==> config.mk <==
export PLATFORM = sky130hd
export DESIGN_NAME = base58_decoder
export DESIGN_NICKNAME = d
export VERILOG_FILES = /design/src/rtl/core/b58d_pkg.sv /design/src/rtl/core/b58d_ram.sv /design/src/rtl/core/base58_decoder.sv
export SDC_FILE = /design/constraint.sdc
export NUM_CORES = 1
export LEC_CHECK = 0
export ABC_AREA = 1
export BUFFER_PORTS_ARGS = -buffer_cell sky130_fd_sc_hd__buf_4
export CAP_MARGIN = 15
export CORE_MARGIN = 2
export CORE_UTILIZATION = 50
export CTS_CLUSTER_DIAMETER = 50
export DETAILED_ROUTE_END_ITERATION = 8
export PLACE_DENSITY = 0.68
export SYNTH_ARGS = -nofsm -noshare
export SYNTH_HDL_FRONTEND = slang
export SYNTH_SLANG_ARGS = --single-unit
export TNS_END_PERCENT = 20
==> constraint.sdc <==
create_clock -name clk_i -period 7.4 [get_ports clk_i]
set_clock_uncertainty 0.15 [all_clocks]
set_input_delay 1.11 -clock clk_i [delete_from_list [all_inputs] [get_ports clk_i]]
set_output_delay 1.11 -clock clk_i [all_outputs]
set_load 0.01 [all_outputs]
==> src/rtl/core/b58d_pkg.sv <==
// ----------------------------------------------------------------------------
// b58d_pkg
// Shared types, constants and the alphabet lookup for the base58 decoder.
// ----------------------------------------------------------------------------
package b58d_pkg;

  localparam int MaxBytes = 64;
  localparam int AddrW    = $clog2(MaxBytes);
  localparam int LenW     = $clog2(MaxBytes + 1);
  localparam int Radix    = 58;

  localparam logic [7:0] ZeroChar = 8'h31;

  typedef enum logic [1:0] {
    StatusOk        = 2'd0,
    StatusBadSymbol = 2'd1,
    StatusOverflow  = 2'd2
  } status_e;

  typedef struct packed {
    logic [7:0] symbol;
    logic       final_symbol;
  } b58_in_t;

  typedef struct packed {
    logic [7:0] data_byte;
    status_e    status;
    logic       final_byte;
  } b58_out_t;

  typedef struct packed {
    logic       valid;
    logic [5:0] value;
  } b58_digit_t;

  // Bitcoin alphabet: 1-9, A-H, J-N, P-Z, a-k, m-z
  function automatic b58_digit_t b58_digit(input logic [7:0] ch);
    b58_digit_t d;
    logic [7:0] off;
    d   = '0;
    off = '0;
    if (ch >= 8'h31 && ch <= 8'h39) begin
      off = ch - 8'h31;
      d.valid = 1'b1;
    end else if (ch >= 8'h41 && ch <= 8'h48) begin
      off = ch - 8'h41 + 8'd9;
      d.valid = 1'b1;
    end else if (ch >= 8'h4A && ch <= 8'h4E) begin
      off = ch - 8'h4A + 8'd17;
      d.valid = 1'b1;
    end else if (ch >= 8'h50 && ch <= 8'h5A) begin
      off = ch - 8'h50 + 8'd22;
      d.valid = 1'b1;
    end else if (ch >= 8'h61 && ch <= 8'h6B) begin
      off = ch - 8'h61 + 8'd33;
      d.valid = 1'b1;
    end else if (ch >= 8'h6D && ch <= 8'h7A) begin
      off = ch - 8'h6D + 8'd44;
      d.valid = 1'b1;
    end
    d.value = off[5:0];
    return d;
  endfunction

endpackage

==> src/rtl/core/b58d_ram.sv <==
// ----------------------------------------------------------------------------
// b58d_ram
// Generic single-write, single-read RAM with registered read data.
// ----------------------------------------------------------------------------
module b58d_ram #(
  parameter int Width = 8,
  parameter int Depth = 64
) (
  input  logic                     clk_i,
  input  logic                     wr_en_i,
  input  logic [$clog2(Depth)-1:0] wr_addr_i,
  input  logic [Width-1:0]         wr_data_i,
  input  logic                     rd_en_i,
  input  logic [$clog2(Depth)-1:0] rd_addr_i,
  output logic [Width-1:0]         rd_data_o
);

  logic [Width-1:0] mem_q [Depth];
  logic [Width-1:0] rd_data_q;

  always_ff @(posedge clk_i) begin
    if (wr_en_i) begin
      mem_q[wr_addr_i] <= wr_data_i;
    end
    if (rd_en_i) begin
      rd_data_q <= mem_q[rd_addr_i];
    end
  end

  assign rd_data_o = rd_data_q;

endmodule

==> src/rtl/core/base58_decoder.sv <==
// ----------------------------------------------------------------------------
// base58_decoder
// Base58 (Bitcoin alphabet) text to bytes, one character per input word.
// ----------------------------------------------------------------------------
// Input channel: one character per word, final_symbol set on the last one.
// Output channel: decoded bytes, most significant first, final_byte on the
// last; an invalid character or an oversized result gives a single error
// word (status set, data zero) instead.
// Each character runs through one shared 8x6 multiply-add unit that walks
// the little-endian magnitude RAM one byte per cycle; in_stall_o is high
// while a character is in progress.
// On the final character the bytes are emitted from a single output
// register: zero bytes directly, magnitude bytes after a RAM read, and
// out_stall_i holds a waiting byte in the register. A new character is
// taken once the last byte has been loaded, even if that byte still waits.
// Reset (rst_ni low) clears the control state and drops any pending output;
// the magnitude RAM needs no clearing as only written bytes are read.
// ----------------------------------------------------------------------------
module base58_decoder
  import b58d_pkg::*;
(
  input  logic     clk_i,
  input  logic     rst_ni,
  input  logic     in_valid_i,
  output logic     in_stall_o,
  input  b58_in_t  in_word_i,
  output logic     out_valid_o,
  input  logic     out_stall_i,
  output b58_out_t out_word_o
);

  typedef enum logic [2:0] {
    StIdle,
    StMac,
    StExt,
    StFinish,
    StEmit,
    StEmitLd
  } state_e;

  state_e           state_q, state_d;
  logic [LenW-1:0]  len_q, len_d;
  logic [LenW-1:0]  zp_q, zp_d;
  logic             in_prefix_q, in_prefix_d;
  logic             bad_q, bad_d;
  logic             ovf_q, ovf_d;
  logic             last_q, last_d;
  logic [5:0]       carry_q, carry_d;
  logic [AddrW-1:0] idx_q, idx_d;
  logic [LenW-1:0]  zcnt_q, zcnt_d;
  logic [LenW-1:0]  mcnt_q, mcnt_d;
  logic             out_valid_q, out_valid_d;
  b58_out_t         out_word_q, out_word_d;

  logic             ram_wr_en, ram_rd_en;
  logic [AddrW-1:0] ram_wr_addr, ram_rd_addr;
  logic [7:0]       ram_wr_data, ram_rd_data;

  b58_digit_t       dig;
  logic             prefix_ovf;
  logic             clr;
  logic             out_free;
  logic [13:0]      mac_sum;
  logic [LenW-1:0]  idx_nx;
  logic [LenW-1:0]  len_nx;
  logic [LenW-1:0]  mcnt_m1;
  logic [LenW:0]    total;

  b58d_ram #(
    .Width (8),
    .Depth (MaxBytes)
  ) u_mag_ram (
    .clk_i     (clk_i),
    .wr_en_i   (ram_wr_en),
    .wr_addr_i (ram_wr_addr),
    .wr_data_i (ram_wr_data),
    .rd_en_i   (ram_rd_en),
    .rd_addr_i (ram_rd_addr),
    .rd_data_o (ram_rd_data)
  );

  // shared unit: byte * 58 + carry
  assign mac_sum = 14'(carry_q) + 14'(ram_rd_data) * 14'(Radix);
  assign idx_nx  = LenW'(idx_q) + LenW'(1);
  assign mcnt_m1 = mcnt_q - LenW'(1);
  assign dig     = b58_digit(in_word_i.symbol);
  assign out_free = !out_valid_q || !out_stall_i;

  always_comb begin
    state_d     = state_q;
    len_d       = len_q;
    zp_d        = zp_q;
    in_prefix_d = in_prefix_q;
    bad_d       = bad_q;
    ovf_d       = ovf_q;
    last_d      = last_q;
    carry_d     = carry_q;
    idx_d       = idx_q;
    zcnt_d      = zcnt_q;
    mcnt_d      = mcnt_q;
    out_valid_d = out_valid_q;
    out_word_d  = out_word_q;
    ram_wr_en   = 1'b0;
    ram_wr_addr = '0;
    ram_wr_data = '0;
    ram_rd_en   = 1'b0;
    ram_rd_addr = '0;
    prefix_ovf  = 1'b0;
    clr         = 1'b0;
    len_nx      = len_q;
    total       = '0;

    if (out_valid_q && !out_stall_i) begin
      out_valid_d = 1'b0;
    end

    unique case (state_q)
      StIdle: begin
        if (in_valid_i) begin
          last_d = in_word_i.final_symbol;
          if (bad_q || ovf_q) begin
            state_d = StFinish;
          end else if (!dig.valid) begin
            bad_d   = 1'b1;
            state_d = StFinish;
          end else begin
            if (in_prefix_q && in_word_i.symbol == ZeroChar) begin
              if (zp_q >= LenW'(MaxBytes)) begin
                ovf_d      = 1'b1;
                prefix_ovf = 1'b1;
              end else begin
                zp_d = zp_q + LenW'(1);
              end
            end else begin
              in_prefix_d = 1'b0;
            end
            carry_d = dig.value;
            idx_d   = '0;
            if (prefix_ovf) begin
              state_d = StFinish;
            end else if (len_q != '0) begin
              ram_rd_en   = 1'b1;
              ram_rd_addr = '0;
              state_d     = StMac;
            end else begin
              state_d = StExt;
            end
          end
        end
      end

      StMac: begin
        ram_wr_en   = 1'b1;
        ram_wr_addr = idx_q;
        ram_wr_data = mac_sum[7:0];
        carry_d     = mac_sum[13:8];
        if (idx_nx < len_q) begin
          idx_d       = idx_nx[AddrW-1:0];
          ram_rd_en   = 1'b1;
          ram_rd_addr = idx_nx[AddrW-1:0];
        end else begin
          state_d = StExt;
        end
      end

      StExt: begin
        // carry is below 256 here, so at most one new byte
        if (carry_q != '0) begin
          if (len_q >= LenW'(MaxBytes)) begin
            ovf_d = 1'b1;
          end else begin
            ram_wr_en   = 1'b1;
            ram_wr_addr = len_q[AddrW-1:0];
            ram_wr_data = {2'b00, carry_q};
            len_nx      = len_q + LenW'(1);
          end
        end
        len_d = len_nx;
        total = (LenW+1)'(zp_q) + (LenW+1)'(len_nx);
        if (total > (LenW+1)'(MaxBytes)) begin
          ovf_d = 1'b1;
        end
        state_d = StFinish;
      end

      StFinish: begin
        if (!last_q) begin
          state_d = StIdle;
        end else if (bad_q || ovf_q) begin
          if (out_free) begin
            out_valid_d           = 1'b1;
            out_word_d.data_byte  = '0;
            out_word_d.status     = bad_q ? StatusBadSymbol : StatusOverflow;
            out_word_d.final_byte = 1'b1;
            clr                   = 1'b1;
            state_d               = StIdle;
          end
        end else begin
          zcnt_d  = zp_q;
          mcnt_d  = len_q;
          state_d = StEmit;
        end
      end

      StEmit: begin
        if (zcnt_q != '0) begin
          if (out_free) begin
            out_valid_d           = 1'b1;
            out_word_d.data_byte  = '0;
            out_word_d.status     = StatusOk;
            out_word_d.final_byte = (zcnt_q == LenW'(1)) && (mcnt_q == '0);
            zcnt_d                = zcnt_q - LenW'(1);
            if ((zcnt_q == LenW'(1)) && (mcnt_q == '0)) begin
              clr     = 1'b1;
              state_d = StIdle;
            end
          end
        end else if (mcnt_q != '0) begin
          ram_rd_en   = 1'b1;
          ram_rd_addr = mcnt_m1[AddrW-1:0];
          state_d     = StEmitLd;
        end else begin
          clr     = 1'b1;
          state_d = StIdle;
        end
      end

      StEmitLd: begin
        // read data holds until the next read
        if (out_free) begin
          out_valid_d           = 1'b1;
          out_word_d.data_byte  = ram_rd_data;
          out_word_d.status     = StatusOk;
          out_word_d.final_byte = (mcnt_q == LenW'(1));
          mcnt_d                = mcnt_m1;
          if (mcnt_q == LenW'(1)) begin
            clr     = 1'b1;
            state_d = StIdle;
          end else begin
            state_d = StEmit;
          end
        end
      end

      default: state_d = StIdle;
    endcase

    if (clr) begin
      len_d       = '0;
      zp_d        = '0;
      in_prefix_d = 1'b1;
      bad_d       = 1'b0;
      ovf_d       = 1'b0;
    end
  end

  always_ff @(posedge clk_i or negedge rst_ni) begin
    if (!rst_ni) begin
      state_q     <= StIdle;
      len_q       <= '0;
      zp_q        <= '0;
      in_prefix_q <= 1'b1;
      bad_q       <= 1'b0;
      ovf_q       <= 1'b0;
      last_q      <= 1'b0;
      carry_q     <= '0;
      idx_q       <= '0;
      zcnt_q      <= '0;
      mcnt_q      <= '0;
      out_valid_q <= 1'b0;
      out_word_q  <= '0;
    end else begin
      state_q     <= state_d;
      len_q       <= len_d;
      zp_q        <= zp_d;
      in_prefix_q <= in_prefix_d;
      bad_q       <= bad_d;
      ovf_q       <= ovf_d;
      last_q      <= last_d;
      carry_q     <= carry_d;
      idx_q       <= idx_d;
      zcnt_q      <= zcnt_d;
      mcnt_q      <= mcnt_d;
      out_valid_q <= out_valid_d;
      out_word_q  <= out_word_d;
    end
  end

  assign in_stall_o  = (state_q != StIdle);
  assign out_valid_o = out_valid_q;
  assign out_word_o  = out_word_q;

endmodule

# --- Word level (Yosys, flattened, before mapping) ---
# Memories as Yosys holds them, arrays and structs flattened. A register that Yosys moved wholly into a read port is not among the register bits.
# Cells that the tools add are included.
totals:
  n_memories: 1
  input_bits: 13
  wordCells: 259
  output_inout_bits: 13
  ramBits: 512
  ff_bits: 59
classes:
  n_reduce_logical: 41
  eq_ne: 34
  add_sub_neg: 18
  n_mux: 133
  order_cmp: 16
  n_mul: 1
memory_table:
  columns: ["name", "words", "word_bits", "rd", "rd_ports_with_merged_regs", "write_ports", "line", "text"]
  rows:
  - ["u_mag_ram.mem_q", 64, 8, 1, 1, 1, "b58d_ram.sv:18", "logic [Width-1:0] mem_q [Depth];"]
ops:
  columns: ["cell", "n"]
  rows:
  - ["2-to-1 mux 7 bit", 19]
  - ["2-to-1 mux 6 bit", 20]
  - ["2-to-1 mux 11 bit", 6]
  - ["2-to-1 mux 1 bit", 58]
  - ["case mux 6 bit (2 select lines)", 4]
  - ["greater-or-equal comparator 8 x 7 -> 1 bit (second input constant)", 5]
  - ["less-or-equal comparator 8 x 7 -> 1 bit (second input constant)", 5]
  - ["2-to-1 mux 3 bit", 11]
  - ["case mux 11 bit (3 select lines)", 1]
  - ["!= test 2 bit (second input constant)", 15]
  - ["case mux 7 bit (2 select lines)", 2]
  - ["!= test 3 bit (second input constant)", 7]
  - ["nonzero test 7 bit", 3]
  - ["case mux 3 bit (6 select lines)", 1]
  - ["subtractor 6 bit (second input constant)", 3]
  - ["case mux 8 bit (2 select lines)", 1]
  - ["nonzero test 2 bit", 8]
  - ["AND reduction 5 bit", 3]
  - ["adder 6 x 14 -> 14 bit", 1]
  - ["adder 7 x 1 -> 7 bit (second input constant)", 2]
  - ["== test 7 x 1 -> 1 bit (second input constant)", 2]
  - ["greater-or-equal comparator 7 bit (second input constant)", 2]
  - ["subtractor 7 x 1 -> 7 bit (second input constant)", 2]
  - ["multiplier 8 x 5 -> 13 bit (second input constant)", 1]
  - ["33 further kinds", 61]

# --- Logic depth before layout (Yosys ltp) ---
logic_depth:
  ltp_word: 17
  depth_mapped: 22
  depth_no_buf: 22

# --- By module ---
# Synthesis repeated with hierarchy kept, for this count alone.
hier_totals:
  cells_unflattened: 2728
  hier_area_um2: 27672.8
modules_own_cells:
  columns: ["mod", "cells_each", "instances", "area_each_um2", "seq_area_each_um2"]
  rows:
  - ["b58d_ram", 1822, 1, 21371.7, 15615.0]
  - ["base58_decoder", 906, 1, 6301.0, 1477.7]

# --- Least setup slack after synthesis ---
# No wires, ideal clock.
synth_path:
  path_kind: "reg2reg"
  start: "register u_mag_ram.rd_data_q[1] (netlist: u_mag_ram.rd_data_o[1]) (read register of u_mag_ram.mem_q)"
  end: "memory u_mag_ram.mem_q[0][7], data pin"
  slack_ps: 1389
  t_required_ps: 6568
  period_less_slack_ps: 6011
  arrival_ps: 5180
  setup_time_ps: 682
  n_path_buf: 0
  path_stages_with_launch: 11
  path_cell_list: "edfxtp_1 fa_1 ha_1 ha_1 inv_1 fa_1 inv_1 ha_1 a21oi_1 nor2_1 nor3_1"
synth_via:
  elab_chain_cells: 3
synth_rtl:
  columns: ["item", "line", "text"]
  rows:
  - ["from (decl)", "b58d_ram.sv:19", "logic [Width-1:0] rd_data_q;"]
  - ["multiplier 8 x 5 -> 13 bit", "base58_decoder.sv:83", "assign mac_sum = 14'(carry_q) + 14'(ram_rd_data) * 14'(Radix);"]
  - ["adder 6 x 14 -> 14 bit", "base58_decoder.sv:83", null]
  - ["case mux 8 bit (2 select lines)", "base58_decoder.sv:117", "unique case (state_q)"]
  - ["via ram_wr_data[7]", "base58_decoder.sv:57", "logic [7:0] ram_wr_data, ram_rd_data;"]
  - ["to (decl)", "b58d_ram.sv:18", null]
# The timed path passes the listed nets, and every way through them passes these cells.

# --- Worst setup path in the final report ---
layout_path:
  start: "register idx_q[2]"
  end: "register u_mag_ram.rd_data_q[3] (netlist: u_mag_ram.rd_data_o[3]) (read register of u_mag_ram.mem_q), data pin"
layout_via:
  elab_chain_cells: 4
  elab_cells_between_ends: 6
  cone_classes: "add/sub: 1; order compare: 1; mux: 4"
layout_rtl:
  columns: ["item", "line", "text"]
  rows:
  - ["from (decl)", "base58_decoder.sv:49", "logic [AddrW-1:0] idx_q, idx_d;"]
  - ["from (signal assigned)", "base58_decoder.sv:281", "idx_q <= idx_d;"]
  - ["adder 6 x 1 -> 7 bit (*)", "base58_decoder.sv:84", "assign idx_nx = LenW'(idx_q) + LenW'(1);"]
  - ["less-than comparator 7 bit", "base58_decoder.sv:157", "if (idx_nx < len_q) begin"]
  - ["2-to-1 mux 1 bit or 2-to-1 mux 6 bit (tied branches)", "base58_decoder.sv:157", null]
  - ["case mux 1 bit (3 select lines) or case mux 6 bit (2 select lines) (tied branches)", "base58_decoder.sv:117", null]
# Mark *: on every way between the ends. The rest lies on a longest branch, timed or not.
# A chain may end at the register's enable or synchronous reset.

==> run metrics <==
Core Util, Final=55.8%; Initial Util=50.6%; XOR/XNOR Fraction of Synth Area=1.02%; vias per inst=5.71; synth-to-layout area growth=10.3%; Hold Vio Cnt, Final=0; # rows=88; Reg clk slew, reported paths=0.06 ns; fraction of layout cells with a size suffix above 1=6.59%; syn nets=3,072; Final Max Tran Viols=0; crit path cell chain=nand4_1 -> nor2_1 -> xor2_1 -> inv_1 -> ha_1 -> nand2_1 -> inv_1 -> a21oi_1 -> nand2_1 -> nor2_1 -> nand2_1 -> o21ai_4 -> buf_4 -> inv_2 -> buf_4 -> nand3_1 -> nand3_1 -> nand3_1 -> nand3_1 -> nand2_1; Fin Hold WS=0.322 ns; Sink Count=579; CP max FO=65; crit-path max cell delay=0.66 ns; Setup crit end kind=flip-flop; Detailed Route WL=76.9 mm; first-pass GRT wire length=120 mm; Die ar.=60,500 um^2; hold buffers post-CTS=0; Post-DRT Antenna Nets=0; Synth cell types=52; die extent in y=246 um; Final #Nets=3,056; worst hold path type=flip-flop to flip-flop; post-detail-place hpwl=46.3 mm; Yosys reg bits=579; Clk Latency, worst-skew pair=0.62 ns; top area cells in the synthesized netlist=edfxtp_1 (53%), nand3_1 (11%), inv_1 (6.4%), nand2_1 (6.3%), dfrtp_1 (5.0%); simple-gate area share of the yosys netlist=24.4%; post-layout min period=4.85 ns; Wirelength per Cell=20.3 um; # setup viols final=0; CTS tree=done; total CTS buffers=72; RSZ-0062 raised after global routing=false; core area=57,800 um^2; FMAX=206 MHz; DP Area=29,900 um^2; GRT Util Overall=25.6%; total I/O pin count=26; Avg Cell Area, Syn=9.82 um^2; worst slew pin tran=1.21 ns; IO buf count=25; DRC viols=0; Chip Width=246 um; # Max-Cap Violations=0; cell count after synthesis=2,980; Slowest-stage cell, CP=buf_4; startpoint type of the worst setup path=flip-flop; setup bufs post-CTS=0; H-tree Lvls=3; CTS resizes=0; GP Congestion=0.943; Synth Area in Adders=3.71%; largest family of logic cells by synthesized area=simple AND/OR/NAND/NOR gates; status=finished, final reports clean; global route total overflow=0; worst path arrival time=5.17 ns; ys flop type=edfxtp_1; vias in the first global route=20,800; drt pass-1 iters=6; Max-slew headroom=19.4%; number of flops mapped to enable cells by yosys=520; largest net degree at the start of global routing=217; ys async rst share=10.2%; maximum clock path buffer count=3; sequential element share of the synthesized area=58.4%; complex-gate fraction of the synthesized area=3.15%; YS warnings=0; design area=32,300 um^2; post-synthesis mux area share=0%; crit share post-route=65.6%; Synth area leader=edfxtp_1; via count=21,600; Setup TNS=0 ns; initial antenna violation count=0; Root Buffer=clkbuf_16; area fraction of the dominant cell type after synthesis=53.3%; mapped cell area=29,300 um^2; Crit Path Class=flip-flop to flip-flop; ANT cells=0; initial DRC count=2,368; Critical Path RT=7.71 ns
[per-stage QoR]
step                std cells  setup WS (ns)
finish                   3787           2.55
global route             3787           2.26
CTS                      3786           2.63
detailed placement       3654           2.64
global placement         3652           2.68
floorplan                2980           1.39
[synthesized netlist by cell type, types with 9 or more instances]
master    count
fa_1         13
nand2_1     491
buf_2        68
dfrtp_1      58
nand3b_1    172
a21oi_1      43
clkbuf_1     29
nor2_1      134
o21ai_0      63
edfxtp_1    520
inv_2         9
buf_6        19
inv_1       497
buf_4        18
o21ai_1      11
nand4_1      26
o211ai_1     11
ha_1         66
xor2_1       27
nand3_1     618
nor3_1       17
[cell families after synthesis]
group	Yosys count
compound gates	160
simple gates	1479
buf+inv	649
fa+ha+maj	79
xor+xnor	34
flops	579
[critical path: cells and delay by family, from the launching register on]
| kind | cells | cell delay (ns) |
|---|---|---|
| flip-flops | 1 | 0.42 |
| buffers and inverters | 5 | 1.65 |
| XOR/XNOR | 1 | 0.22 |
| AND/OR/NAND/NOR | 11 | 1.55 |
| adder cells (fa/ha/maj) | 1 | 0.26 |
| AO/OA/AOI/OAI | 2 | 0.40 |
[flip-flops by register name, indices dropped and copies added, names as in the netlist, 6 cells and up]
name and flops:
out_word_o 11, u_mag_ram.mem_q 512, idx_q 6, len_q 7
mcnt_q 7, u_mag_ram.rd_data_o 8, zp_q 7, carry_q 6
zcnt_q 7
[metal layers]
| layer | share of wire, % | vias up | global-route usage, % |
|---|---|---|---|
| li1 | - | 10000 | - |
| met1 | 42 | 10400 | 35.4 |
| met2 | 46 | 991 | 40.6 |
| met3 | 7.9 | 182 | 4.08 |
| met4 | 3.9 | 0 | 10.2 |
| met5 | 0 | - | 0 |
[path summary, 6_finish.rpt]
check	slack, ns	endpoint	startpoint	depth (start not counted)
max in group asynchronous	6.10	out_word_o[10]	rst_ni	1
max reg2reg	2.55	u_mag_ram.rd_data_o[3]	idx_q[2]	20
min in group asynchronous	0.42	zcnt_q[2]	rst_ni	1
max	2.55	u_mag_ram.rd_data_o[3]	idx_q[2]	20
min	0.32	in_prefix_q	in_prefix_q	2
min reg2reg	0.32	in_prefix_q	in_prefix_q	2
[cell usage in the layout, fill, tap and decap left out, drive strengths merged, types with 6 or more instances in the layout]
cell	count
a21oi	43
a31oi	6
buf	50
bufinv	7
clkbuf	90
clkinv	25
dfrtp	58
edfxtp	520
fa	13
ha	66
inv	519
nand2	495
nand3	619
nand3b	172
nand4	26
nor2	139
nor3	20
o211ai	11
o21ai	76
o22ai	8
xnor2	7
xor2	27
[cell type report]
type                            instances  area (um^2)
Sequential cell                       579        17100
Fill cell                            4916        25500
Clock buffer                           90         1910
Timing Repair Buffer                   50          409
Tap cell                              765          957
Multi-Input combinational cell       1752         9540
Clock inverter                         42          457
Inverter                              509         1910
Power is not shown: default switching activity piles up to over one toggle a cycle in this logic, so the estimate is an artifact.
